$ cat config.mk
export PLATFORM = sky130hd
export DESIGN_NAME = cdecc_ctrl
export DESIGN_NICKNAME = d
export VERILOG_FILES = /design/src/hw/rtl/cdecc_pkg.sv /design/src/hw/rtl/cdecc_ctrl.sv
export SDC_FILE = /design/constraint.sdc
export NUM_CORES = 1
export LEC_CHECK = 0
export ABC_AREA = 1
export BUFFER_PORTS_ARGS = -buffer_cell sky130_fd_sc_hd__buf_2
export CORE_UTILIZATION = 55
export DETAILED_ROUTE_END_ITERATION = 8
export GPL_ROUTABILITY_DRIVEN = 0
export HOLD_SLACK_MARGIN = 0.15
export PLACE_DENSITY = 0.79
export RECOVER_POWER = 100
export SYNTH_ARGS = -nofsm -noshare
export SYNTH_HDL_FRONTEND = slang
export SYNTH_SLANG_ARGS = --single-unit
$ cat constraint.sdc
create_clock -name clk -period 3.58 [get_ports clk]
set_clock_uncertainty 0.2 [all_clocks]
set_input_delay 0.716 -clock clk [delete_from_list [all_inputs] [get_ports clk]]
set_output_delay 0.716 -clock clk [all_outputs]
set_load 0.005 [all_outputs]
$ cat src/hw/rtl/cdecc_pkg.sv
// ----------------------------------------------------------------------------
// cdecc_pkg
// Shared types and constants for the CD sector EDC/ECC generator.
// ----------------------------------------------------------------------------
package cdecc_pkg;

	localparam int unsigned SECTOR_BYTES = 2352;
	localparam int unsigned ADDR_W       = $clog2(SECTOR_BYTES);
	localparam int unsigned DATA_W       = 8;

	// action codes
	localparam logic [1:0] ACT_WRITE = 2'd0;
	localparam logic [1:0] ACT_GEN   = 2'd1;
	localparam logic [1:0] ACT_READ  = 2'd2;

	// sector modes
	localparam logic [1:0] MODE_1   = 2'd1;
	localparam logic [1:0] MODE_2F1 = 2'd2;
	localparam logic [1:0] MODE_2F2 = 2'd3;

	// edc ranges (store address follows the last covered byte)
	localparam logic [ADDR_W-1:0] EDC_M1_FIRST  = 12'h000;
	localparam logic [ADDR_W-1:0] EDC_M1_LAST   = 12'h80F;
	localparam logic [ADDR_W-1:0] EDC_M2_FIRST  = 12'h010;
	localparam logic [ADDR_W-1:0] EDC_F1_LAST   = 12'h817;
	localparam logic [ADDR_W-1:0] EDC_F2_LAST   = 12'h92B;

	// ecc geometry
	localparam logic [ADDR_W-1:0] ECC_BASE   = 12'd12;
	localparam logic [6:0]        P_MAJORS   = 7'd86;
	localparam logic [6:0]        Q_MAJORS   = 7'd52;
	localparam logic [5:0]        P_MINORS   = 6'd24;
	localparam logic [5:0]        Q_MINORS   = 6'd43;
	localparam logic [ADDR_W-1:0] P_MULT     = 12'd2;
	localparam logic [ADDR_W-1:0] Q_MULT     = 12'd86;
	localparam logic [ADDR_W-1:0] P_INC      = 12'd86;
	localparam logic [ADDR_W-1:0] Q_INC      = 12'd88;
	localparam logic [ADDR_W-1:0] P_DEST     = 12'h81C;
	localparam logic [ADDR_W-1:0] Q_DEST     = 12'h8C8;
	localparam logic [ADDR_W-1:0] P_SPAN     = 12'd2064;
	localparam logic [ADDR_W-1:0] Q_SPAN     = 12'd2236;

	localparam logic [31:0] EDC_POLY = 32'hD801_8001;
	localparam logic [8:0]  GF_POLY  = 9'h11D;
	localparam logic [7:0]  GF_INV3  = 8'hF4;

	typedef enum logic [3:0] {
		ST_IDLE,
		ST_RD_WAIT,
		ST_RESP,
		ST_EDC_RD,
		ST_EDC_END,
		ST_EDC_WR,
		ST_ZERO_WR,
		ST_ECC_RD,
		ST_ECC_END,
		ST_ECC_WR0,
		ST_ECC_WR1
	} state_t;

	typedef enum logic [2:0] {
		WS_INPUT,
		WS_CRC,
		WS_ZERO,
		WS_ECC_A,
		WS_ECC_B
	} wsel_t;

	typedef struct packed {
		logic       crc_clr;
		logic       crc_en;
		logic       ecc_clr;
		logic       ecc_en;
		logic       ecc_zero;
		logic       out_load;
		logic       out_zero;
		wsel_t      wsel;
		logic [1:0] crc_byte;
	} cmd_t;

endpackage

$ cat src/hw/rtl/cdecc_ctrl.sv
// ----------------------------------------------------------------------------
// cdecc_ctrl
// Controller: handshakes, sector address sequencing for edc and p/q passes.
// ----------------------------------------------------------------------------
module cdecc_ctrl (
	input  logic                           clk,
	input  logic                           arst_n,
	input  logic                           in_valid,
	output logic                           in_stall,
	input  logic [1:0]                     action,
	input  logic [cdecc_pkg::ADDR_W-1:0]   byte_index,
	input  logic [1:0]                     sector_mode,
	output logic                           out_valid,
	input  logic                           out_stall,
	output logic                           ram_we,
	output logic [cdecc_pkg::ADDR_W-1:0]   ram_waddr,
	output logic                           ram_re,
	output logic [cdecc_pkg::ADDR_W-1:0]   ram_raddr,
	output cdecc_pkg::cmd_t                cmd
);

	localparam int unsigned AW = cdecc_pkg::ADDR_W;

	cdecc_pkg::state_t state_q, state_d;
	logic [1:0]    mode_q, mode_d;
	logic [AW-1:0] addr_q, addr_d;
	logic [2:0]    k_q, k_d;
	logic          phase_q, phase_d;
	logic [6:0]    mj_q, mj_d;
	logic [5:0]    mn_q, mn_d;
	logic [AW-1:0] idx_q, idx_d;

	logic [AW-1:0] edc_last, mult, inc, dest, span, idx_inc, mj_start;
	logic [6:0]    majors, mj_nxt;
	logic [5:0]    minors;
	logic          in_range;

	assign in_range = byte_index < AW'(cdecc_pkg::SECTOR_BYTES);

	// pass geometry
	always_comb begin
		case (mode_q)
			cdecc_pkg::MODE_1:   edc_last = cdecc_pkg::EDC_M1_LAST;
			cdecc_pkg::MODE_2F1: edc_last = cdecc_pkg::EDC_F1_LAST;
			default:             edc_last = cdecc_pkg::EDC_F2_LAST;
		endcase
		majors = phase_q ? cdecc_pkg::Q_MAJORS : cdecc_pkg::P_MAJORS;
		minors = phase_q ? cdecc_pkg::Q_MINORS : cdecc_pkg::P_MINORS;
		mult   = phase_q ? cdecc_pkg::Q_MULT   : cdecc_pkg::P_MULT;
		inc    = phase_q ? cdecc_pkg::Q_INC    : cdecc_pkg::P_INC;
		dest   = phase_q ? cdecc_pkg::Q_DEST   : cdecc_pkg::P_DEST;
		span   = phase_q ? cdecc_pkg::Q_SPAN   : cdecc_pkg::P_SPAN;
		idx_inc  = idx_q + inc;
		mj_nxt   = mj_q + 7'd1;
		mj_start = AW'(AW'(mj_nxt[6:1]) * mult) + AW'(mj_nxt[0]);
	end

	always_ff @(posedge clk or negedge arst_n) begin
		if (!arst_n) begin
			state_q <= cdecc_pkg::ST_IDLE;
			mode_q  <= '0;
			addr_q  <= '0;
			k_q     <= '0;
			phase_q <= 1'b0;
			mj_q    <= '0;
			mn_q    <= '0;
			idx_q   <= '0;
		end else begin
			state_q <= state_d;
			mode_q  <= mode_d;
			addr_q  <= addr_d;
			k_q     <= k_d;
			phase_q <= phase_d;
			mj_q    <= mj_d;
			mn_q    <= mn_d;
			idx_q   <= idx_d;
		end
	end

	assign in_stall  = state_q != cdecc_pkg::ST_IDLE;
	assign out_valid = state_q == cdecc_pkg::ST_RESP;

	// next state and commands
	always_comb begin
		state_d   = state_q;
		mode_d    = mode_q;
		addr_d    = addr_q;
		k_d       = k_q;
		phase_d   = phase_q;
		mj_d      = mj_q;
		mn_d      = mn_q;
		idx_d     = idx_q;
		cmd       = '0;
		cmd.wsel  = cdecc_pkg::WS_INPUT;
		ram_we    = 1'b0;
		ram_waddr = addr_q;
		ram_re    = 1'b0;
		ram_raddr = addr_q;
		case (state_q)
			cdecc_pkg::ST_IDLE: begin
				if (in_valid) begin
					case (action)
						cdecc_pkg::ACT_WRITE: begin
							ram_we    = in_range;
							ram_waddr = byte_index;
						end
						cdecc_pkg::ACT_READ: begin
							ram_re       = in_range;
							ram_raddr    = byte_index;
							cmd.out_load = 1'b1;
							cmd.out_zero = !in_range;
							state_d      = cdecc_pkg::ST_RD_WAIT;
						end
						cdecc_pkg::ACT_GEN: begin
							mode_d = sector_mode;
							if (sector_mode != 2'd0) begin
								cmd.crc_clr = 1'b1;
								addr_d  = (sector_mode == cdecc_pkg::MODE_1) ?
									cdecc_pkg::EDC_M1_FIRST : cdecc_pkg::EDC_M2_FIRST;
								state_d = cdecc_pkg::ST_EDC_RD;
							end
						end
						default: ;
					endcase
				end
			end
			cdecc_pkg::ST_RD_WAIT: state_d = cdecc_pkg::ST_RESP;
			cdecc_pkg::ST_RESP: begin
				if (!out_stall) state_d = cdecc_pkg::ST_IDLE;
			end
			// stream edc bytes
			cdecc_pkg::ST_EDC_RD: begin
				ram_re     = 1'b1;
				cmd.crc_en = 1'b1;
				addr_d     = addr_q + AW'(1);
				if (addr_q == edc_last) state_d = cdecc_pkg::ST_EDC_END;
			end
			cdecc_pkg::ST_EDC_END: begin
				k_d     = '0;
				state_d = cdecc_pkg::ST_EDC_WR;
			end
			// store edc little-endian
			cdecc_pkg::ST_EDC_WR: begin
				ram_we       = 1'b1;
				cmd.wsel     = cdecc_pkg::WS_CRC;
				cmd.crc_byte = k_q[1:0];
				addr_d       = addr_q + AW'(1);
				k_d          = k_q + 3'd1;
				if (k_q == 3'd3) begin
					k_d = '0;
					if (mode_q == cdecc_pkg::MODE_1) begin
						state_d = cdecc_pkg::ST_ZERO_WR;
					end else if (mode_q == cdecc_pkg::MODE_2F1) begin
						phase_d     = 1'b0;
						mj_d        = '0;
						mn_d        = '0;
						idx_d       = '0;
						cmd.ecc_clr = 1'b1;
						state_d     = cdecc_pkg::ST_ECC_RD;
					end else begin
						state_d = cdecc_pkg::ST_IDLE;
					end
				end
			end
			// clear the mode 1 reserved bytes
			cdecc_pkg::ST_ZERO_WR: begin
				ram_we   = 1'b1;
				cmd.wsel = cdecc_pkg::WS_ZERO;
				addr_d   = addr_q + AW'(1);
				k_d      = k_q + 3'd1;
				if (k_q == 3'd7) begin
					phase_d     = 1'b0;
					mj_d        = '0;
					mn_d        = '0;
					idx_d       = '0;
					cmd.ecc_clr = 1'b1;
					state_d     = cdecc_pkg::ST_ECC_RD;
				end
			end
			// walk one p column or q diagonal
			cdecc_pkg::ST_ECC_RD: begin
				ram_re       = 1'b1;
				ram_raddr    = cdecc_pkg::ECC_BASE + idx_q;
				cmd.ecc_en   = 1'b1;
				cmd.ecc_zero = (mode_q == cdecc_pkg::MODE_2F1) && (idx_q < AW'(4));
				idx_d        = (idx_inc >= span) ? (idx_inc - span) : idx_inc;
				mn_d         = mn_q + 6'd1;
				if (mn_q == minors - 6'd1) state_d = cdecc_pkg::ST_ECC_END;
			end
			cdecc_pkg::ST_ECC_END: state_d = cdecc_pkg::ST_ECC_WR0;
			cdecc_pkg::ST_ECC_WR0: begin
				ram_we    = 1'b1;
				ram_waddr = dest + AW'(mj_q);
				cmd.wsel  = cdecc_pkg::WS_ECC_A;
				state_d   = cdecc_pkg::ST_ECC_WR1;
			end
			cdecc_pkg::ST_ECC_WR1: begin
				ram_we      = 1'b1;
				ram_waddr   = dest + AW'(mj_q) + AW'(majors);
				cmd.wsel    = cdecc_pkg::WS_ECC_B;
				cmd.ecc_clr = 1'b1;
				mn_d        = '0;
				state_d     = cdecc_pkg::ST_ECC_RD;
				if (mj_q == majors - 7'd1) begin
					mj_d  = '0;
					idx_d = '0;
					if (phase_q) begin
						state_d = cdecc_pkg::ST_IDLE;
					end else begin
						phase_d = 1'b1;
					end
				end else begin
					mj_d  = mj_nxt;
					idx_d = mj_start;
				end
			end
			default: state_d = cdecc_pkg::ST_IDLE;
		endcase
	end

endmodule

==> reports/metrics.yaml <==
cts_max_level: 2
yosysTopAreaCell: "dfrtp_1"
port_buffers: 59
syn2layout_area_growth_pct: 23.8
period_minus_slack_ns: 3.87
drive_gt1_share_pct: 24.9
grt_max_degree: 32
end_kind: "flip-flop"
drv_cap: 0
syn_nets: 859
nFillCells: 766
grt_pass1_wl_um: 28000
synthTopCellsByArea: "dfrtp_1 (22%), nand2_1 (12%), ha_1 (12%)"
violations: "setup timing"
async_flop_share_pct: 100
vdd_drop_max_uv: 202
synth_top_area_share_pct: 22.2
antenna_found_initial: 0
worst_hold_slack_ns: 0.314
finalWirelength_um: 18100
worst_ep_arrival_time_ns: 3.87
initial_core_util_pct: 57.1
synth-edff-count: 0
vias: 6173
layout.nets: 982
crit_fanout: 4
synthFlopType: "dfrtp_1"
yosys_warnings: 0
yosysSeqAreaShare_pct: 22.2
grt_util_all_layers_pct: 35.4
cts-root-buf: "clkbuf_8"
ioPinCount: 60
rsz0062_at_grt: "true"
worstSetupStartpointType: "flip-flop"
path_clk_slew_ns: 0.10
dp_hpwl_um: 13400
die_w_um: 100
mostFrequentLayoutCells: "nand2_1 (167), inv_1 (122), nand3_1 (64), buf_4 (57), nor2_1 (56)"
hold_viol_final: 0
finalSetupTns_ns: -1.40
max-clock-path-buffers: 2
p_per_area_mw_per_mm2: 153
avgRoutedWirePerCell_um: 17.5
period_share_pct: 108
antenna_left: 0
cts_tree: "built"
seq_area_sq_mm: 0.00118
core.rowCount: 35
report.final.slew_viol_count: 0
coreArea_sq_mm: 0.00928
power.leakage_nw: 3.30
setup_viol: 8
relSlewSlack_pct: 23.8
yosysUniqueCellTypes: 48
worst_slack_ns: -0.294
worst-setup-path-type: "flip-flop to flip-flop"
clock_sinks: 47
drtIter0Drc: 568
worst_pin_slew_ns: 1.14
grt_pass1_vias: 5909
vias_per_cell: 5.96
fmax_ghz: 0.258
synthCells: 782
insertion_delay_ns: 0.33
mostFrequentLayoutCell: "nand2_1"
ys_ff_latch: 47
cts_buffers: 5
avgSynthCellArea_sq_um: 6.78
synth_area_sq_mm: 0.00530
fin_util_pct: 70.7
drc_errors: 0
die_h_um: 100
multi_input_area_sq_mm: 0.00377
overflow: 0
die_area_sq_mm: 0.0100
antenna-diode-count: 0
status: "complete, but fails checks"
cp.required_ns: 3.57
holdCritPathClass: "flip-flop to flip-flop"
dr.pass1.iters: 6
per-stage QoR:
step / setup slack (ns) / instance area (sq um) / total power [W] / cells
2_1_floorplan: 0.00231 / 5390 / 0.000562 / 782
3_3_place_gp: -0.0896 / 6120 / 0.000596 / 1005
3_5_place_dp: -0.345 / 6120 / 0.000597 / 1005
4_1_cts: -0.243 / 6450 / 0.00100 / 1025
5_1_grt: -0.462 / 6560 / 0.00103 / 1035
6_report: -0.294 / 6560 / 0.00100 / 1035
sequential cells by signal, summed over array words and instances (netlist names):
| name | cells |
|---|---|
| mn_q | 6 |
| mj_q | 7 |
| mode_q | 2 |
| idx_q | 12 |
| k_q | 3 |
| addr_q | 12 |
| state_q | 4 |
| phase_q | 1 |
final cells by class:
type,instances,share of cell area [%]
flip-flops and latches,47,17.9
repair buffers,125,12.1
multi-input cells,583,57.5
inverters,143,8.31
well taps,129,2.46
clock inverters,3,0.667
clock buffers,5,1.05
power by group:
group	switching, W	internal (W)	leakage [nW]	total (W)
registers	0.00000232	0.000533	0.542	0.000535
logic	0.0000362	0.0000165	2.70	0.0000527
clock network	0.000206	0.000208	0.0581	0.000415
total	0.000245	0.000758	3.30	0.00100
metal layers:
metal	vias up	share of wire (%)	global-route usage [%]	wire length [um]
li1	2845	-	-	-
met1	2874	39	46.0	7000
met2	363	47	59.1	8550
met3	91	9.4	5.08	1700
met4	0	4.5	14.8	809
met5	-	0	0	0
cell usage after synthesis, types with 5 or more instances:
master	count
nor2_2	6
or2_2	6
nand4_1	16
nand3_1	68
inv_2	11
buf_2	5
nor3_1	11
nand2_1	176
xnor2_1	5
inv_1	130
a21oi_1	34
nor2_1	54
fa_1	8
xor2_1	10
o22ai_1	10
o221ai_1	12
nor4_1	8
o21ai_0	47
o211ai_1	7
nand2_2	9
ha_1	49
dfrtp_1	47
path summary, 6_finish.rpt:
path | slack [ns] | startpoint | to | depth (start not counted)
min in group asynchronous | 0.86 | arst_n | k_q[1]$_DFFE_PN0P_ | 2
max in group asynchronous | 0.89 | arst_n | phase_q$_DFFE_PN0P_ | 3
worst max-delay path | -0.29 | mj_q[1]$_DFFE_PN0P_ | idx_q[10]$_DFFE_PN0P_ | 18
worst max register to register | -0.29 | mj_q[1]$_DFFE_PN0P_ | idx_q[10]$_DFFE_PN0P_ | 18
worst min-delay path | 0.31 | k_q[0]$_DFFE_PN0P_ | k_q[0]$_DFFE_PN0P_ | 1
worst min register to register | 0.31 | k_q[0]$_DFFE_PN0P_ | k_q[0]$_DFFE_PN0P_ | 1
critical path, stage by stage (launching register included):
cell and delay (ns):
dfrtp_1 0.41, ha_2 0.21, buf_4 0.13, buf_4 0.13, xor2_1 0.20, inv_1 0.10
nor2_2 0.21, buf_4 0.16, fa_1 0.40, fa_1 0.49, ha_4 0.34, nand2_2 0.06
o21ai_2 0.14, nand2_1 0.06, nand2_1 0.07, a21oi_2 0.06, or2_4 0.23, nand3_2 0.07
nand3_2 0.07
cells by family after synthesis:
logic type / after synthesis / synth area share, %
flip-flops: 47 / 22.2
buffers and inverters: 152 / 11.2
XOR/XNOR: 16 / 3.00
adder cells (fa/ha/maj): 57 / 14.6
AO/OA/AOI/OAI: 138 / 15.9
AND/OR/NAND/NOR: 372 / 33.1
repair_timing:
action	CTS	global route
endpoints found under the hold margin	16	0
pin swaps	24	17
hold buffers	1	0
endpoints found under the setup margin	9	15
gates resized for setup	33	40
buffers inserted	12	11
Note: power is estimated with default switching activity, not from simulation.
