## config.mk

```make
export PLATFORM = sky130hd
export DESIGN_NAME = cdecc_dp
export DESIGN_NICKNAME = d
export VERILOG_FILES = /design/src/hw/rtl/cdecc_pkg.sv /design/src/hw/rtl/cdecc_dp.sv
export SDC_FILE = /design/constraint.sdc
export NUM_CORES = 1
export LEC_CHECK = 0
export BUFFER_PORTS_ARGS = -buffer_cell sky130_fd_sc_hd__buf_2
export CAP_MARGIN = 5
export CORE_ASPECT_RATIO = 0.5
export CORE_UTILIZATION = 53
export CTS_CLUSTER_SIZE = 16
export DETAILED_ROUTE_END_ITERATION = 6
export GPL_ROUTABILITY_DRIVEN = 0
export GPL_TIMING_DRIVEN = 0
export PLACE_DENSITY_LB_ADDON = 0.2
export SLEW_MARGIN = 10
export SYNTH_ARGS = -nofsm -noshare
export SYNTH_HDL_FRONTEND = slang
export SYNTH_SLANG_ARGS = --single-unit
```

## constraint.sdc

```tcl
create_clock -name clk -period 2.3 [get_ports clk]
set_input_delay 0.46 -clock clk [delete_from_list [all_inputs] [get_ports clk]]
set_output_delay 0.46 -clock clk [all_outputs]
set_load 0.02 [all_outputs]
```

## src/hw/rtl/cdecc_pkg.sv

```systemverilog
// ----------------------------------------------------------------------------
// cdecc_pkg
// Shared types and constants for the CD sector EDC/ECC generator.
// ----------------------------------------------------------------------------
package cdecc_pkg;

	localparam int unsigned SECTOR_BYTES = 2352;
	localparam int unsigned ADDR_W       = $clog2(SECTOR_BYTES);
	localparam int unsigned DATA_W       = 8;

	// action codes
	localparam logic [1:0] ACT_WRITE = 2'd0;
	localparam logic [1:0] ACT_GEN   = 2'd1;
	localparam logic [1:0] ACT_READ  = 2'd2;

	// sector modes
	localparam logic [1:0] MODE_1   = 2'd1;
	localparam logic [1:0] MODE_2F1 = 2'd2;
	localparam logic [1:0] MODE_2F2 = 2'd3;

	// edc ranges (store address follows the last covered byte)
	localparam logic [ADDR_W-1:0] EDC_M1_FIRST  = 12'h000;
	localparam logic [ADDR_W-1:0] EDC_M1_LAST   = 12'h80F;
	localparam logic [ADDR_W-1:0] EDC_M2_FIRST  = 12'h010;
	localparam logic [ADDR_W-1:0] EDC_F1_LAST   = 12'h817;
	localparam logic [ADDR_W-1:0] EDC_F2_LAST   = 12'h92B;

	// ecc geometry
	localparam logic [ADDR_W-1:0] ECC_BASE   = 12'd12;
	localparam logic [6:0]        P_MAJORS   = 7'd86;
	localparam logic [6:0]        Q_MAJORS   = 7'd52;
	localparam logic [5:0]        P_MINORS   = 6'd24;
	localparam logic [5:0]        Q_MINORS   = 6'd43;
	localparam logic [ADDR_W-1:0] P_MULT     = 12'd2;
	localparam logic [ADDR_W-1:0] Q_MULT     = 12'd86;
	localparam logic [ADDR_W-1:0] P_INC      = 12'd86;
	localparam logic [ADDR_W-1:0] Q_INC      = 12'd88;
	localparam logic [ADDR_W-1:0] P_DEST     = 12'h81C;
	localparam logic [ADDR_W-1:0] Q_DEST     = 12'h8C8;
	localparam logic [ADDR_W-1:0] P_SPAN     = 12'd2064;
	localparam logic [ADDR_W-1:0] Q_SPAN     = 12'd2236;

	localparam logic [31:0] EDC_POLY = 32'hD801_8001;
	localparam logic [8:0]  GF_POLY  = 9'h11D;
	localparam logic [7:0]  GF_INV3  = 8'hF4;

	typedef enum logic [3:0] {
		ST_IDLE,
		ST_RD_WAIT,
		ST_RESP,
		ST_EDC_RD,
		ST_EDC_END,
		ST_EDC_WR,
		ST_ZERO_WR,
		ST_ECC_RD,
		ST_ECC_END,
		ST_ECC_WR0,
		ST_ECC_WR1
	} state_t;

	typedef enum logic [2:0] {
		WS_INPUT,
		WS_CRC,
		WS_ZERO,
		WS_ECC_A,
		WS_ECC_B
	} wsel_t;

	typedef struct packed {
		logic       crc_clr;
		logic       crc_en;
		logic       ecc_clr;
		logic       ecc_en;
		logic       ecc_zero;
		logic       out_load;
		logic       out_zero;
		wsel_t      wsel;
		logic [1:0] crc_byte;
	} cmd_t;

endpackage

```

## src/hw/rtl/cdecc_dp.sv

```systemverilog
// ----------------------------------------------------------------------------
// cdecc_dp
// Datapath: crc-32 accumulator, gf(2^8) p/q parity accumulators,
// write data selection and read result register.
// ----------------------------------------------------------------------------
module cdecc_dp (
	input  logic                                         clk,
	input  logic                                         arst_n,
	input  cdecc_pkg::cmd_t                              cmd,
	input  logic [cdecc_pkg::DATA_W-1:0]                 byte_value,
	input  logic [cdecc_pkg::DATA_W-1:0]                 ram_rdata,
	output logic [cdecc_pkg::DATA_W-1:0]                 ram_wdata,
	output logic [cdecc_pkg::DATA_W-1:0]                 read_data
);

	function automatic logic [7:0] gf_dbl(input logic [7:0] x);
		gf_dbl = x[7] ? ((x << 1) ^ cdecc_pkg::GF_POLY[7:0]) : (x << 1);
	endfunction

	function automatic logic [7:0] gf_mul_inv3(input logic [7:0] x);
		logic [7:0] acc;
		logic [7:0] m;
		acc = '0;
		m   = x;
		for (int i = 0; i < 8; i++) begin
			if (cdecc_pkg::GF_INV3[i]) acc = acc ^ m;
			m = gf_dbl(m);
		end
		gf_mul_inv3 = acc;
	endfunction

	function automatic logic [31:0] crc_step(input logic [31:0] c, input logic [7:0] d);
		logic [31:0] r;
		r = c ^ {24'd0, d};
		for (int i = 0; i < 8; i++) begin
			r = r[0] ? ((r >> 1) ^ cdecc_pkg::EDC_POLY) : (r >> 1);
		end
		crc_step = r;
	endfunction

	logic        crc_en_s1, ecc_en_s1, zero_s1, out_load_s1, out_zero_s1;
	logic [31:0] crc_q;
	logic [7:0]  a_q, b_q, rd_q;
	logic [7:0]  t_byte, a_fin;

	// align controls with registered ram read data
	always_ff @(posedge clk or negedge arst_n) begin
		if (!arst_n) begin
			crc_en_s1   <= 1'b0;
			ecc_en_s1   <= 1'b0;
			zero_s1     <= 1'b0;
			out_load_s1 <= 1'b0;
			out_zero_s1 <= 1'b0;
		end else begin
			crc_en_s1   <= cmd.crc_en;
			ecc_en_s1   <= cmd.ecc_en;
			zero_s1     <= cmd.ecc_zero;
			out_load_s1 <= cmd.out_load;
			out_zero_s1 <= cmd.out_zero;
		end
	end

	assign t_byte = zero_s1 ? 8'd0 : ram_rdata;
	assign a_fin  = gf_mul_inv3(gf_dbl(a_q) ^ b_q);

	// edc accumulator
	always_ff @(posedge clk or negedge arst_n) begin
		if (!arst_n) begin
			crc_q <= '0;
		end else if (cmd.crc_clr) begin
			crc_q <= '0;
		end else if (crc_en_s1) begin
			crc_q <= crc_step(crc_q, ram_rdata);
		end
	end

	// parity accumulators
	always_ff @(posedge clk) begin
		if (cmd.ecc_clr) begin
			a_q <= '0;
			b_q <= '0;
		end else if (ecc_en_s1) begin
			a_q <= gf_dbl(a_q ^ t_byte);
			b_q <= b_q ^ t_byte;
		end
	end

	// read result register
	always_ff @(posedge clk) begin
		if (out_load_s1) begin
			rd_q <= out_zero_s1 ? 8'd0 : ram_rdata;
		end
	end
	assign read_data = rd_q;

	// write data select
	always_comb begin
		case (cmd.wsel)
			cdecc_pkg::WS_INPUT: ram_wdata = byte_value;
			cdecc_pkg::WS_CRC:   ram_wdata = crc_q[8*cmd.crc_byte +: 8];
			cdecc_pkg::WS_ZERO:  ram_wdata = 8'd0;
			cdecc_pkg::WS_ECC_A: ram_wdata = a_fin;
			cdecc_pkg::WS_ECC_B: ram_wdata = a_fin ^ b_q;
			default:             ram_wdata = 8'd0;
		endcase
	end

endmodule

```

==> impl_metrics.toml, run 1 <==
[synth]
seq_total_area_yosys_pct = 39.14
ys_async_sr_fraction_pct = 60.66
synth_area_leader_cell = "sky130_fd_sc_hd__dfrtp_1"
synthesis.instances = 342
synth_top_area_share_pct = 24.38
synth-edff-count = 8
syn_std_cell_area_um2 = 3797
ys_types = 45
ys.flop_type = "sky130_fd_sc_hd__dfrtp_1"
synth.ff_latch_count = 61
post_synth.cell_area_avg_um2 = 11.10
syn-num-nets = 372
yosys.cell_count.top_type = "sky130_fd_sc_hd__nor2_1"
synth_commonest_cells = "57 x sky130_fd_sc_hd__nor2_1, 53 x sky130_fd_sc_hd__xnor2_1, 37 x sky130_fd_sc_hd__dfrtp_1"
synthTopCellsByArea = "sky130_fd_sc_hd__dfrtp_1 24%, sky130_fd_sc_hd__xnor2_1 12%, sky130_fd_sc_hd__dfxtp_1 8.4%, sky130_fd_sc_hd__mux2i_1 7.1%, sky130_fd_sc_hd__edfxtp_1 6.3%"
yosys_synthesis_warning_count = 0

[critical_path]
criticalPathCategory = "reg -> out"
crit-reg2reg-capture = "crc_q[28]"
rr_startpoint = "crc_q[5]"
slowest_stage = "sky130_fd_sc_hd__xnor3_2"
worst_ep_arrival_time_ns = 2.35
crit_path_start_kind = "register"
path_depth_of_the_worst_reg2reg_path = 5
ff2ff_setup_slack_ns = 0.19
slowest_delay_ns = 0.47
timing.critical_path.cells = "xnor3_2 > xor2_4 > xnor2_4 > xnor3_1 > a221o_1 > buf_6"
worst_ep_required_time_ns = 1.84
timing.critical_path.fanout_max = 4
setup_crit_end_kind = "primary output"

[timing]
setup-violations-final = 8
slew-limit-headroom_pct = 42.70
post-route-min-period_ns = 2.809
finalHoldViolCount = 0
post-route-worst-setup-slack_ns = -0.5089
slew_viol_final = 0
tightest_slew_ns = 0.8594
timing.final.crit_share_pct = 122.1
unrepaired_setup_endpoints_after_global_routing = "true"
holdWs_ns = 0.2450
max_freq_mhz = 356.0
finClkSkew_ns = 0.003157

[place]
place_area_um2 = 4169
pre_cts_ws_ns = -0.3474
placement.io_buffers = 41
detailed_place_hpwl_um = 6210

[detailed_routing]
detailroute.via_count = 2951
drt-pass1-iter-count = 4
routed_wire_length_per_instance_um = 19.81
avgViaCountPerCell = 5.686
drc = 0
drt_iter0_drc = 161
detail-route-antenna-nets = 0
detail_route.wirelength_um = 10280

[global_route]
grt_start_max_net_pins = 38
via_count_of_the_first_global_routing_pass = 2764
remaining_overflow_grt = 0
grt_util_all_layers_pct = 27.72
antenna_found_initial = 0
grt.met2_usage_pct = 46.27
grt_first_pass_wirelength_um = 15000
grt_util_met1_pct = 36.58
grt_use_met3_pct = 5.748
globalRoute.busiestLayer = "met2"

[clocking]
clock_sinks = 61
clk-insertion-delay-late_ns = 0.32
worst_path_clk_slew_ns = 0.05
cts_tree = "done"
clock_tree.htree_level_count = 3
cts_root_buffer = "sky130_fd_sc_hd__clkbuf_16"
cts_made_buffers = 9
cts-root-to-sink-buffers = 2

[floorplanning]
fp.dieW_um = 121.7
rows = 21
chip_height_um = 61.86
dieArea_um2 = 7528
design.core.area_um2 = 6805
ios = 46
initial_core_util_pct = 55.80

[flow_run]
maxCapViolCount = 0

[power]
leakagePower_uw = 0.002151
peak_ir_drop_on_the_vdd_network_uv = 587.7
power_density_nw_per_um2 = 907.9

[outcome]
outcome = "finished, violations left"
violations = "setup timing"

[cells_and_area]
utilization_after_layout_pct = 73.25
antenna-diode-count = 0
finalInstanceArea_um2 = 4985
layout-drive-gt1-share_pct = 35.36
final_nets = 452
syn_to_final_growth_pct = 31.27

[hold_path]
hold_path_class = "in -> async"
[through the flow]
stage,TNS (ns),total power (µW),instances
CTS,-2.751,4274,511
global placement,-1.485,2778,475
floorplan,-0.1440,2525,342
finish,-3.071,4526,519
global route,-3.525,4731,519
detailed placement,-1.839,2829,475
[flip-flops by register name, indices dropped and copies added, names as in the netlist]
signal / cells
a_q: 8
out_zero_s1: 1
out_load_s1: 1
b_q: 8
crc_en_s1: 1
ecc_en_s1: 1
zero_s1: 1
crc_q: 32
read_data: 8
[final cells by class]
cell class                 instances  area, µm²
multi-input combinational        261       2511
fill                             448       1821
sequential                        61       1518
timing repair buffer              70      491.7
clock buffer                       9      225.2
tap                               92      115.1
buffer                            18      87.58
clock inverter                     7      32.53
inverter                           1      3.754
[worst max-delay path: cells and delay by family, from the launching register on]
| kind | cells | cell delay [ns] |
|---|---|---|
| flops | 1 | 0.34 |
| buf+inv | 1 | 0.14 |
| compound gates | 1 | 0.32 |
| xor+xnor | 4 | 1.23 |
[power breakdown]
| part | internal [µW] | total, µW | switching (µW) |
|---|---|---|---|
| registers | 1210 | 1330 | 123 |
| logic | 1130 | 2050 | 918 |
| clock network | 707 | 1150 | 443 |
[metal layers]
layer,up-vias,share of wire (%)
met2,97,50
met4,0,2.3
met5,-,0
li1,1347,-
met3,21,5.0
met1,1486,43
[layout by cell type, fill, tap and decap left out, drive strengths merged, types with 6 or more instances in the layout]
master  count
buf        76
xnor2      60
nor2       57
dfrtp      37
mux2i      27
clkbuf     21
dfxtp      16
nand2      14
nor2b      14
xor2       14
a211oi     13
xnor3      10
mux4        8
edfxtp      8
mux2        6
clkinv      6
o21ai       6
[worst max path at each step]
| stage | to | cells after the start | from |
|---|---|---|---|
| after global routing | ram_wdata[1] | 6 | a_q[4] |
| after detailed placement | ram_wdata[0] | 6 | cmd[3] |
| final | ram_wdata[1] | 6 | a_q[4] |
| after global placement | ram_wdata[0] | 6 | cmd[3] |
| after floorplan | ram_wdata[6] | 5 | b_q[3] |
| after CTS | ram_wdata[1] | 7 | a_q[7] |
[timing repair]
action / 4_1_cts / 5_1_grt
hold buffers: 0 / 0
endpoints found under the setup margin: 8 / 9
resized for setup: 43 / 32
setup buffers: 20 / 11
pin swaps: 15 / 12
[kinds of logic after synthesis]
family	share of synthesized area [%]
compound gates	6.458
buf+inv	2.174
xor+xnor	26.69
simple gates	11.89
mux	13.64
flops	39.14
No activity file was read; power rests on OpenSTA's default activity.
==> inputs of run 2 (changes only) <==
- SETUP_SLACK_MARGIN: not set -> 0.1
==> run 2 against run 1 <==
  * Non-clock buffer count is 7 lower
  * Via count is 5.9% lower
  * Clock power hardly changed
  * Critical path type unchanged
  * Design area is 1.3% lower
  * The flow still finishes with violations (setup timing)
  * Power is 2.5% lower
  * Sequential power hardly changed
  * Final cell count is 1.5% lower
  * Clock-buffer cell count is 3 higher
  * First-iteration DRC count is 33% higher
  * Fmax is 1.5% higher
  * Worst hold slack worse by 0.0093 ns
==> impl_metrics.toml, run 2 (synthesis gave the netlist of run 1 again) <==
[clocking]
clock_sinks = 61
cts_hold_buffers = 0
cts-root-to-sink-buffers = 2
clock_tree.htree_level_count = 3
worst_path_clk_slew_ns = 0.05
cts_made_buffers = 9
clk-insertion-delay-late_ns = 0.33
cts_tree = "done"
cts_root_buffer = "sky130_fd_sc_hd__clkbuf_16"

[global_route]
antenna_found_initial = 0
via_count_of_the_first_global_routing_pass = 2713
grt_util_all_layers_pct = 26.91
remaining_overflow_grt = 0
grt_start_max_net_pins = 38
grt_first_pass_wirelength_um = 14460

[cells_and_area]
fillCellCount = 474
most-common-layout-cells = "56 x sky130_fd_sc_hd__nor2_1, 42 x sky130_fd_sc_hd__xnor2_1, 37 x sky130_fd_sc_hd__dfrtp_1, 33 x sky130_fd_sc_hd__buf_2, 27 x sky130_fd_sc_hd__mux2i_1"
utilization_after_layout_pct = 72.31
mostFrequentLayoutCell = "sky130_fd_sc_hd__nor2_1"
cell_count_final_fillers_out = 511
antenna-diode-count = 0
largest_register_ff_count = 32
register_bank_with_the_most_flops = "crc_q"
syn_to_final_growth_pct = 29.59
layout-drive-gt1-share_pct = 34.61
final_nets = 445

[detailed_routing]
routed_wire_length_per_instance_um = 18.59
drc = 0
avgViaCountPerCell = 5.432
detail-route-antenna-nets = 0
detailroute.via_count = 2776
detail_route.wirelength_um = 9498
drt-pass1-iter-count = 4
drt_iter0_drc = 214

[timing]
finalHoldViolCount = 0
holdWs_ns = 0.2357
max_freq_mhz = 361.3
post-route-worst-setup-slack_ns = -0.4679
slew-limit-headroom_pct = 39.93
finClkSkew_ns = 0.003702
timing.final.crit_share_pct = 120.3
post-route-min-period_ns = 2.768
slew_viol_final = 0
tightest_slew_ns = 0.9010
unrepaired_setup_endpoints_after_global_routing = "true"
setup-violations-final = 7

[floorplanning]
fp.dieW_um = 121.7
chip_height_um = 61.86
design.core.area_um2 = 6805
initial_core_util_pct = 55.80
ios = 46
dieArea_um2 = 7528
rows = 21

[power]
power_density_nw_per_um2 = 896.3
pwr-share-seq_pct = 30.1
sw_frac_of_total_pct = 32.27
clk_network_pwr_share_pct = 26.2
netSwitchingPower_uw = 1423
peak_ir_drop_on_the_vdd_network_uv = 431.3
comb_power_share_pct = 43.7
fin_total_pwr_uw = 4410
leakagePower_uw = 0.002134
p_int_uw = 2987

[critical_path]
worst_ep_required_time_ns = 1.84
crit_path_start_kind = "register"
critical_path.most_common_cell = "sky130_fd_sc_hd__buf_4"
slowest_stage = "sky130_fd_sc_hd__xnor3_2"
worst_ep_arrival_time_ns = 2.31
slowest_delay_ns = 0.44
setup_crit_end_kind = "primary output"
criticalPathCategory = "reg -> out"
crit_family = "XOR/XNOR gates"
timing.critical_path.fanout_max = 3
critical_path.n_buffers_inverters = 2
timing.critical_path.cells = "xnor2_4 > xnor3_2 > buf_4 > xnor3_4 > o21ai_0 > nand4_1 > buf_4"

[place]
placement.io_buffers = 41
detailed_place_hpwl_um = 6304
pre_cts_ws_ns = -0.3291
dp_cells = 475

[flow_run]
maxCapViolCount = 0

[outcome]
violations = "setup timing"
outcome = "finished, violations left"

[hold_path]
hold_path_class = "in -> async"
==> run 2: cell count changes in the layout (fill, tap and decap cells not counted), moves of 2 or more <==
cell,delta
sky130_fd_sc_hd__xnor2_2,+2
sky130_fd_sc_hd__o21ai_1,-2
sky130_fd_sc_hd__clkinv_1,-3
sky130_fd_sc_hd__clkbuf_8,+2
sky130_fd_sc_hd__clkbuf_1,+3
sky130_fd_sc_hd__buf_6,-2
sky130_fd_sc_hd__buf_4,-6
==> run 2: cell type report <==
class	count	area, µm²	share of cell area [%]
Multi-Input combinational cell	261	2506	50.93
Inverter	1	3.754	0.07628
Buffer	19	111.4	2.263
Tap cell	92	115.1	2.339
Sequential cell	61	1514	30.77
Clock inverter	3	13.76	0.2797
Clock buffer	12	236.5	4.805
Timing Repair Buffer	62	420.4	8.543
==> run 2: stage by stage <==
step | cell area [µm²] | setup TNS (ns)
6_report | 4921 | -2.783
5_1_grt | 4921 | -3.311
4_1_cts | 4803 | -2.770
3_5_place_dp | 4184 | -1.816
3_3_place_gp | 4184 | -1.344
2_1_floorplan | 3864 | -0.1440
==> run 2: worst register-to-register path: stages (launching register included) <==
cell                       delay (ns)
sky130_fd_sc_hd__dfrtp_1         0.41
sky130_fd_sc_hd__xnor2_2         0.34
sky130_fd_sc_hd__xnor2_1         0.17
sky130_fd_sc_hd__xnor2_2         0.34
sky130_fd_sc_hd__xor3_1          0.39
sky130_fd_sc_hd__a211oi_1        0.23
==> run 2: repair_timing <==
action	4_1_cts	5_1_grt
setup endpoints to repair	8	11
pin swaps	20	17
gates resized for setup	51	14
buffers inserted	17	4
==> run 2: power by group through the flow <==
stage | clock, µW | combinational [µW] | sequential [µW]
floorplan | 0 | 1220 | 1320
global placement | 0 | 1460 | 1330
detailed placement | 0 | 1500 | 1340
CTS | 1170 | 1800 | 1330
global route | 1230 | 2050 | 1340
finish | 1160 | 1930 | 1330
==> run 2: metal layers <==
metal | global-route usage [%] | vias up | wire, µm | part of all wire [%]
met5 | 0 | - | 0 | 0
met4 | 8.818 | 0 | 112 | 1.2
met3 | 7.026 | 13 | 386 | 4.1
met2 | 44.89 | 54 | 4727 | 50
met1 | 35.27 | 1374 | 4271 | 45
li1 | - | 1335 | - | -
==> run 2: final timing paths <==
| kind | start | endpoint | slack (ns) | cells past startpoint |
|---|---|---|---|---|
| setup reg to reg | crc_q[1] | crc_q[28] | 0.32 | 5 |
| min in group clk | cmd[5] | out_zero_s1 | 0.24 | 1 |
| hold reg to reg | crc_q[10] | crc_q[10] | 0.54 | 2 |
| setup / recovery | a_q[0] | ram_wdata[0] | -0.47 | 7 |
| max in group asynchronous | arst_n | crc_q[22] | 1.54 | 1 |
| hold / removal | arst_n | out_zero_s1 | 0.24 | 1 |
==> inputs of run 3 (changes only) <==
- ABC_AREA: not set -> 1
- BUFFER_PORTS_ARGS: -buffer_cell sky130_fd_sc_hd__buf_2 -> -buffer_cell sky130_fd_sc_hd__clkbuf_2
- CORE_UTILIZATION: 53 -> 54
==> run 3 against run 2 <==
  * The flow still finishes with violations (setup timing)
  * Critical path depth up 11
  * First-iteration DRC count up 110%
  * Routed wire length rose by 45%
  * Sequential cell count is the same
  * Synthesized area up 11%
  * Combinational power is 14% higher
  * Largest power group unchanged
  * Largest cell class unchanged
  * Sequential share of layout area shrank 4.1 points
  * Setup slack lost 0.12 ns
  * Critical endpoint is now ram_wdata[3]
  * Critical path type unchanged
  * Register-to-register slack got worse by 0.08 ns
  * Non-clock buffer count rose by 1
  * Global-route usage up 7.3 points
  * Synthesized cell count increased by 81%
==> impl_metrics.toml, run 3 <==
[outcome]
outcome = "finished, violations left"
violations = "setup timing"

[detailed_routing]
avgViaCountPerCell = 5.778
drt_iter0_drc = 447
detail_route.wirelength_um = 13730
detailroute.via_count = 4680
drt-pass1-iter-count = 6
routed_wire_length_per_instance_um = 16.94
drc = 0
detail-route-antenna-nets = 0

[global_route]
grt_util_all_layers_pct = 34.18
grt_first_pass_wirelength_um = 21550
grt_start_max_net_pins = 38
antenna_found_initial = 0
remaining_overflow_grt = 0
via_count_of_the_first_global_routing_pass = 4457

[synth]
synthTopCellsByArea = "sky130_fd_sc_hd__dfrtp_1 22%, sky130_fd_sc_hd__nand2_1 16%, sky130_fd_sc_hd__nand3_1 9.0%, sky130_fd_sc_hd__dfxtp_1 7.6%, sky130_fd_sc_hd__inv_1 6.3%"
syn_std_cell_area_um2 = 4222
syn-num-nets = 649
synth_commonest_cells = "183 x sky130_fd_sc_hd__nand2_1, 76 x sky130_fd_sc_hd__nand3_1, 71 x sky130_fd_sc_hd__inv_1"
synthesis.instances = 619
seq_total_area_yosys_pct = 35.21
ys_types = 31
synth_area_leader_cell = "sky130_fd_sc_hd__dfrtp_1"
synth-edff-count = 8
ys_async_sr_fraction_pct = 60.66
yosys.cell_count.top_type = "sky130_fd_sc_hd__nand2_1"
yosys_synthesis_warning_count = 0
synth.ff_latch_count = 61
synth_top_area_share_pct = 21.93
post_synth.cell_area_avg_um2 = 6.820
ys.flop_type = "sky130_fd_sc_hd__dfrtp_1"

[timing]
setup-violations-final = 8
finalHoldViolCount = 0
holdWs_ns = 0.2248
slew-limit-headroom_pct = 35.24
max_freq_mhz = 346.7
tightest_slew_ns = 0.9640
post-route-min-period_ns = 2.884
setup-tns-final_ns = -4.015
finClkSkew_ns = 0.007555
slew_viol_final = 0
post-route-worst-setup-slack_ns = -0.5840
unrepaired_setup_endpoints_after_global_routing = "true"
timing.final.crit_share_pct = 125.4

[critical_path]
crit_family = "simple AND/OR/NAND/NOR gates"
slowest_delay_ns = 0.36
critical_path.n_buffers_inverters = 4
timing.critical_path.cells = "inv_1 > nand2_1 > nand2_1 > nand2_2 > nand2_2 > nand2_4 > nand2_4 > buf_8 > nand2_2 > nand2_2 > nand2_2 > nand2_4 > buf_4 > nand3_2 > nand3_1 > nand3_1 > nand2_1 > clkbuf_8"
timing.critical_path.fanout_max = 5
critical_path.most_common_cell = "sky130_fd_sc_hd__nand2_2"
slowest_stage = "sky130_fd_sc_hd__dfxtp_4"
worst_ep_arrival_time_ns = 2.42
criticalPathCategory = "reg -> out"
setup_crit_end_kind = "primary output"
crit_path_start_kind = "register"
worst_ep_required_time_ns = 1.84

[place]
place_area_um2 = 4574
detailed_place_hpwl_um = 8343
placement.io_buffers = 42

[clocking]
clock_sinks = 61
clk-insertion-delay-late_ns = 0.34
worst_path_clk_slew_ns = 0.05
cts_tree = "done"
cts_root_buffer = "sky130_fd_sc_hd__clkbuf_16"
cts_made_buffers = 9
cts-root-to-sink-buffers = 2
clock_tree.htree_level_count = 3

[power]
peak_ir_drop_on_the_vdd_network_uv = 520.5
leakagePower_uw = 0.002726
fin_total_pwr_uw = 4778
power_density_nw_per_um2 = 836.5

[hold_path]
hold_path_class = "in -> reg"

[cells_and_area]
syn_to_final_growth_pct = 35.30
final_nets = 727
antenna-diode-count = 0
largest_register_ff_count = 32
register_bank_with_the_most_flops = "crc_q"
most-common-layout-cells = "117 x sky130_fd_sc_hd__nand2_1, 63 x sky130_fd_sc_hd__inv_1, 63 x sky130_fd_sc_hd__nand3_1, 62 x sky130_fd_sc_hd__nand2_2, 51 x sky130_fd_sc_hd__o21ai_0"
mostFrequentLayoutCell = "sky130_fd_sc_hd__nand2_1"
finalInstanceArea_um2 = 5712
layout-drive-gt1-share_pct = 32.76

[floorplanning]
ios = 46
design.core.area_um2 = 7460
chip_height_um = 64.52
rows = 22
initial_core_util_pct = 56.59
dieArea_um2 = 8197
fp.dieW_um = 127.0

[flow_run]
maxCapViolCount = 0
run 3: layout make-up:
type	count	area, µm²
fill	511	1748
sequential	61	1525
buffer	15	75.07
tap	108	135.1
timing repair buffer	67	508.0
clock inverter	6	53.80
inverter	78	310.3
clock buffer	10	229.0
multi-input combinational	465	2875
run 3: path summary, 6_finish.rpt:
check | start | end | slack, ns | cells past startpoint
hold / removal | cmd[5] | out_zero_s1 | 0.22 | 1
max in group asynchronous | arst_n | crc_q[2] | 1.43 | 1
min in group asynchronous | arst_n | crc_q[4] | 0.26 | 1
hold reg to reg | a_q[0] | a_q[1] | 0.53 | 1
setup / recovery | a_q[1] | ram_wdata[3] | -0.58 | 18
setup reg to reg | ecc_en_s1 | b_q[4] | 0.24 | 5
run 3: report_power, final:
part | total, µW | switching [µW] | internal, µW
Combinational | 2200 | 1360 | 841
Clock | 1300 | 474 | 825
Sequential | 1280 | 89.8 | 1190
run 3: kinds of logic after synthesis:
logic type,after synthesis,synth area share [%]
xor+xnor,45,9.870
buf+inv,93,8.536
simple gates,316,32.84
compound gates,104,13.54
flops,61,35.21
run 3: per-layer routing:
| metal | up-vias | global-route usage, % | share of wire [%] |
|---|---|---|---|
| met1 | 2251 | 42.12 | 42 |
| met2 | 213 | 58.38 | 49 |
| met5 | - | 0 | 0 |
| met3 | 36 | 8.836 | 7.4 |
| met4 | 0 | 12.65 | 2.1 |
| li1 | 2180 | - | - |
run 3: what timing repair did:
action	CTS	global route
pin swaps	21	26
hold buffers	0	0
resized for setup	132	52
endpoints found under the setup margin	8	8
setup buffers	20	3
cloned	2	0
run 3: per-stage QoR:
step	instances	utilization (%)	worst slack, ns
detailed placement	769	61.32	-0.2706
finish	810	76.57	-0.5840
CTS	807	73.88	-0.4233
global route	810	76.57	-0.6809
global placement	769	61.32	-0.2267
floorplan	619	-	0.1016
